File: config.mk
export PLATFORM = sky130hd
export DESIGN_NAME = pdg_div
export DESIGN_NICKNAME = d
export VERILOG_FILES = /design/src/design/pdg_pkg.sv /design/src/design/pdg_div.sv
export SDC_FILE = /design/constraint.sdc
export NUM_CORES = 1
export LEC_CHECK = 0
export ABC_AREA = 1
export BUFFER_PORTS_ARGS = -buffer_cell sky130_fd_sc_hd__buf_2
export CAP_MARGIN = 20
export CELL_PAD_IN_SITES_DETAIL_PLACEMENT = 1
export CELL_PAD_IN_SITES_GLOBAL_PLACEMENT = 2
export CORE_ASPECT_RATIO = 0.7
export CORE_MARGIN = 5
export CORE_UTILIZATION = 37
export CTS_CLUSTER_DIAMETER = 30
export DETAILED_ROUTE_END_ITERATION = 12
export PLACE_DENSITY = 0.82
export SYNTH_ARGS = -nofsm -noshare
export SYNTH_HDL_FRONTEND = slang
export SYNTH_SLANG_ARGS = --single-unit
File: constraint.sdc
create_clock -name i_clk -period 13.24 [get_ports i_clk]
set_input_delay 3.972 -clock i_clk [delete_from_list [all_inputs] [get_ports i_clk]]
set_output_delay 3.972 -clock i_clk [all_outputs]
set_load 0.01 [all_outputs]
File: src/design/pdg_pkg.sv
`default_nettype none
package pdg_pkg;
    localparam int MaxDimension = 16;
    localparam int ValueWidth = 32;
    localparam int SumWidth = 48;
    localparam logic [1:0] OP_POINT = 2'd0;
    localparam logic [1:0] OP_COEF = 2'd1;
    localparam logic [1:0] OP_BOUND = 2'd2;
    localparam logic [1:0] OP_FINISH = 2'd3;
    localparam logic [1:0] REG_DIMENSION = 2'd0;
    localparam logic [1:0] REG_TRIVIAL = 2'd1;
    localparam logic signed [SumWidth-1:0] S48_MAX = {1'b0, {(SumWidth-1){1'b1}}};
    localparam logic signed [SumWidth-1:0] S48_MIN = {1'b1, {(SumWidth-1){1'b0}}};

    // Control word shared by every cell in the row.
    typedef struct packed {
        logic add;
        logic clear;
        logic shift;
    } t_cell_ctl;

    // Saturating add of a quotient (at most 2^62 in magnitude) into a 48-bit sum.
    function automatic logic signed [SumWidth-1:0] add48(
        input logic signed [SumWidth-1:0] a, input logic signed [63:0] b);
        logic signed [64:0] s;
        s = 65'(a) + 65'(b);
        if (s > 65'(S48_MAX)) return S48_MAX;
        if (s < 65'(S48_MIN)) return S48_MIN;
        return s[SumWidth-1:0];
    endfunction
endpackage
`default_nettype wire

File: src/design/pdg_div.sv
`default_nettype none
// Restoring divider: one quotient bit per cycle, floor(mag*2^shift/den) capped at 2^62.
module pdg_div
    import pdg_pkg::*;
(
    input  wire logic        i_clk,
    input  wire logic        i_rst_n,
    input  wire logic        i_start,
    input  wire logic [63:0] i_mag,
    input  wire logic        i_shift32,
    input  wire logic [63:0] i_den,
    output logic             o_done,
    output logic [63:0]      o_quot
);
    logic [63:0] r_num, r_rem, r_q, r_den;
    logic [6:0]  r_cnt;
    logic        r_busy, r_sat;
    logic [64:0] rem_sh;
    logic        top, qb;
    logic [63:0] rem_nx;

    always_comb begin
        rem_sh = {r_rem, r_num[63]};
        top = rem_sh[64];
        qb = top || (rem_sh[63:0] >= r_den);
        rem_nx = qb ? (rem_sh[63:0] - r_den) : rem_sh[63:0];
    end

    always_ff @(posedge i_clk) begin
        if (!i_rst_n) begin
            r_busy <= 1'b0;
            o_done <= 1'b0;
        end else begin
            o_done <= 1'b0;
            if (i_start) begin
                r_busy <= 1'b1;
                r_num  <= i_mag;
                r_den  <= i_den;
                r_rem  <= '0;
                r_q    <= '0;
                r_sat  <= 1'b0;
                r_cnt  <= i_shift32 ? 7'd95 : 7'd79;
            end else if (r_busy) begin
                r_rem <= rem_nx;
                r_num <= {r_num[62:0], 1'b0};
                r_q   <= {r_q[62:0], qb};
                if (r_q[63:62] != 2'b00) r_sat <= 1'b1;
                r_cnt <= r_cnt - 7'd1;
                if (r_cnt == 7'd0) begin
                    r_busy <= 1'b0;
                    o_done <= 1'b1;
                end
            end
        end
    end

    assign o_quot = (r_sat || r_q > (64'd1 << 62)) ? (64'd1 << 62) : r_q;
endmodule
`default_nettype wire

After elaboration in Yosys (flattened, before gate mapping). Cells that the tools add are included.

Flip-flop bits (word level): 266. Logic and storage cells: 39.

Add/sub/neg operators: 2. $lt $le $gt $ge: 2. Mux-type cells: 15. Bitwise operators: 2. Reductions and logical operators: 10.

Operator list (number): 64-bit 2-to-1 mux (6); 64-bit greater-or-equal comparator (1); 64-bit by 63-bit > comparator with 1-bit output (second input constant) (1); 64-bit subtractor (1); 7-bit 2-to-1 mux (2); 7-bit logical NOT (1); 7-bit by 1-bit subtractor with 7-bit output (second input constant) (1); 1-bit 2-to-1 mux (6); 2-bit nonzero test (3); 5-bit 2-to-1 mux (1); 2-bit AND reduction (2); 3-bit AND reduction (1); 3-bit OR reduction (1); 1-bit logical OR (2); 1-bit inverter (2).

Logic depth before layout (Yosys ltp).
Word-level depth: 4. Gate-level depth with buffers: 19. Depth with buffers taken out: 18.

Worst setup path after synthesis. OpenSTA, ideal clock, no wires.

Kind: input port to flip-flop. Start point: input port i_start. End point: register r_cnt[0], enable pin. Data arrival time: 8.562 ns. Data required time: 12.672 ns. Path slack: 4.110 ns. Stages: 3. Path buffers: 1. Cell sequence: clkbuf_1 -> nand2_1 -> nand2_1.

Cells in the longest elaborated chain, start to end: 2.

Ends and longest elaborated chain: start: declaration (RTL line pdg_div.sv:8) `input wire logic i_start,`; 2-bit nonzero test (no source line); 2-bit AND reduction (no source line); end signal: assignment (RTL line pdg_div.sv:42) `r_cnt <= i_shift32 ? 7'd95 : 7'd79;`; end signal: assignment (RTL line pdg_div.sv:48) `r_cnt <= r_cnt - 7'd1;`; end: declaration (RTL line pdg_div.sv:16) `logic [6:0] r_cnt;`.

No other way between the ends. A chain may end at the register's enable or synchronous reset.

Final worst setup path.
Start point: register r_q[32]. End point: output port o_quot[37].

Cells in the longest elaborated chain, start to end: 3.

Ends and longest elaborated chain: start: declaration (RTL line pdg_div.sv:15) `logic [63:0] r_num, r_rem, r_q, r_den;`; start signal: assignment (RTL line pdg_div.sv:46) `r_q <= {r_q[62:0], qb};`; 64-bit by 63-bit > comparator with 1-bit output (RTL line pdg_div.sv:57) `assign o_quot = (r_sat || r_q > (64'd1 << 62)) ? (64'd1 << 62) : r_q;`; 1-bit logical OR (RTL line pdg_div.sv:57); 64-bit 2-to-1 mux (RTL line pdg_div.sv:57); end: declaration (RTL line pdg_div.sv:13) `output logic [63:0] o_quot`.

No other way between the ends.

==> results by group <==
Run status
  – Outcome: complete, no violations

Floorplan
  – Initial Util: 37.5%
  – Die ar.: roughly 52000 sq um
  – Core footprint: roughly 47000 sq um
  – Die H: 192 um
  – Die X-Extent: 270 um
  – I/O pin count: 197
  – Row Count: 66

Min path
  – Worst hold path type: register to register

STA
  – Max Clk Rate: 148 MHz
  – Fin crit share: 51.2%
  – Final Hold Fails: 0
  – Max-slew headroom: 44.3%
  – RSZ-0062 raised after global routing: false
  – Slew Limit Fails: 0
  – Setup TNS: 0 ps
  – Final setup fails: 0
  – Fin Clk Skew: between 30 and 40 ps
  – Final worst slack: 6470 ps
  – Worst Max-Slew Pin Slew: 835 ps
  – Crit path time final: slightly below 7000 ps

Power and ir drop
  – Clock power share: approximately 45%
  – Internal power: 2350 uW
  – Switch share: 33.5%
  – VDD IR-drop max: 0.125 mV
  – Power, Total: 3540 uW
  – Power Density: 167 nW/um^2
  – Seq pwr share: 30.4%
  – Logic gate share of total power: 25.0%
  – Lkg Pwr: 0.0108 uW
  – Switching power: roughly 1200 uW

Clocking
  – Root Driver: clkbuf_16
  – # H-tree levels: 2
  – CTS clock-pin slew for the worst setup and hold paths: 60 ps
  – Num CTS Buffers: 60
  – Postcts setup bufs: 0
  – Resize count post-CTS: 0
  – Bufs on Longest Clock Path: 3
  – Clock Latency Late Sink: 620 ps
  – Clock Sinks: 266
  – Hold buffer count at cts: 0
  – CTS tree: done

Setup path
  – Crit path DAT: 2800 ps
  – WS Path Type: register to output port
  – CP Launch Type: register
  – Crit path capture type: output port
  – Max FO, Critical Path: 52
  – Worst path required time: just over 9000 ps

Detailed routing
  – TritonRoute pass-1 iters: 5
  – Post-DR vias/cell: about 4.8
  – DRT iter0 DRCs: 967
  – Drt wl/cell: approximately 18 um
  – # DRC: 0
  – Total number of vias: 15600
  – Post-Route WL: between 50 and 60 mm
  – Post-DRT Antenna Nets: 0

Synth
  – Simple-Gate Fraction of Synth Area: 33.0%
  – Compound-Gate Fraction of Synth Area: 3.13%
  – Yosys cell types: 43
  – Mapped Cells: 2362
  – Most frequent cell after synthesis: nand2_1
  – Post-Syn Area per Cell: 7.40 sq um
  – Top FF cell, synth: edfxtp_1
  – Cell taking the most area after synthesis: edfxtp_1
  – Synth Warn #: 0
  – Synth top area share: 45.4%
  – Largest family of logic cells by synthesized area: simple AND/OR/NAND/NOR gates
  – Synthesized netlist net count: 2561
  – Post-synth EDFFs: 264
  – Netlist Area Pre-Place: 17500 sq um
  – Mux contribution to synthesized area: 0%
  – Xor/xnor cell area share of the yosys netlist: 1.65%
  – Synth Area in Adders: 4.84%
  – Top cells by area, synth: edfxtp_1 45%, nand2_1 18%, inv_1 9.5%
  – Most frequent cells after synthesis: 832 x nand2_1, 444 x inv_1, 322 x nor2_1
  – Fraction of registers with async set/reset: 0%
  – Yosys reg bits: 266
  – Post-synthesis sequential area ratio: 45.6%

Cells and area
  – Layout cells sized above 1: 15.2%
  – Final core utilization: between 40% and 50%
  – # diodes: 0
  – Final #Nets: 2774
  – Area grow syn2layout: 21.0%

GRT
  – First-pass GRT wire length: between 80 and 90 mm
  – Total congestion overflow: 0
  – Vias in the first global route: 16200
  – Initial antenna violation count: 7
  – Largest net degree at the start of global routing: 79
  – GRT Total Usage: around 22%

Placement
  – Pre-CTS WS: a little over 6000 ps
  – Final GP Congestion: 0.915
  – DP HPWL: 44.1 mm
  – I/O Buffers: just under 200

Flow run
  – # Max-Cap Violations: 0
## flip-flops by register name (all words and copies together) (netlist names)
name,flops
r_num,64
r_den,64
r_cnt,7
r_busy,1
r_sat,1
r_rem,64
o_done,1
r_q,64
## power groups by stage
stage,clock network (uW),registers [uW],logic [uW]
detailed placement,0,1090,870
CTS,1610,1070,878
finish,1580,1070,883
global route,1660,1080,984
floorplan,0,1090,609
global placement,0,1080,851
## placed cells by master, fill, tap and decap left out, drive strengths merged, types with 3 or more instances in the layout
cell        n
ha         66
xor2       32
a21oi      55
nand3b     29
clkinv     19
clkinvlp   10
nand2     854
edfxtp    264
o21ai      42
nor2      364
inv       469
nand4      30
nor3       18
nand3      66
bufinv     11
nor4       13
clkbuf     64
and3        3
buf       203
## critical path: stages (launching register included)
cell and delay (ps):
edfxtp_1 410, nor4_1 400, nand4_1 150, nor2_1 160, nand3_1 100, o21ai_0 140
nand2_2 230, buf_12 240, nor2_1 150, buf_2 170
## area by class of cell
class | instances | area, sq um
Fill cell | 5752 | 25400
Clock inverter | 48 | 639
Inverter | 461 | 1740
Tap cell | 612 | 766
Sequential cell | 266 | 7970
Multi-Input combinational cell | 1583 | 7470
Clock buffer | 64 | 1520
Timing Repair Buffer | 203 | 1050
## cell families after synthesis
logic type,after synthesis
adders and majority gates,67
other,1
and+or+nand+nor,1379
AOI/OAI and AO/OA,103
DFF,266
buffers and inverters,513
xor gates and xnor gates,33
## per-stage QoR
step / hold slack [ps] / std cells / area (sq um)
2_1_floorplan: 452 / 2362 / 17500
3_3_place_gp: 492 / 3124 / 19000
3_5_place_dp: 502 / 3124 / 19000
4_1_cts: 514 / 3236 / 21100
5_1_grt: 520 / 3237 / 21100
6_report: 507 / 3237 / 21100
## final timing paths
path,end,cells past startpoint,from,slack (ps)
worst min register to register,r_num[63]$_DFFE_PP_,2,r_num[62]$_DFFE_PP_,510
worst min-delay path,r_num[63]$_DFFE_PP_,2,r_num[62]$_DFFE_PP_,510
worst max register to register,r_rem[41]$_SDFFCE_PP0P_,14,r_rem[18]$_SDFFCE_PP0P_,9330
worst max-delay path,o_quot[37],9,r_q[32]$_SDFFCE_PP0P_,6470
## per-layer routing
metal	up-vias	part of all wire, %	global-route usage (%)
met4	14	1.5	4.63
met3	73	5.2	4.27
li1	7735	-	-
met5	-	0.16	0
met2	335	42	33.5
met1	7454	51	33.1
No activity file was read; power rests on OpenSTA's default activity.
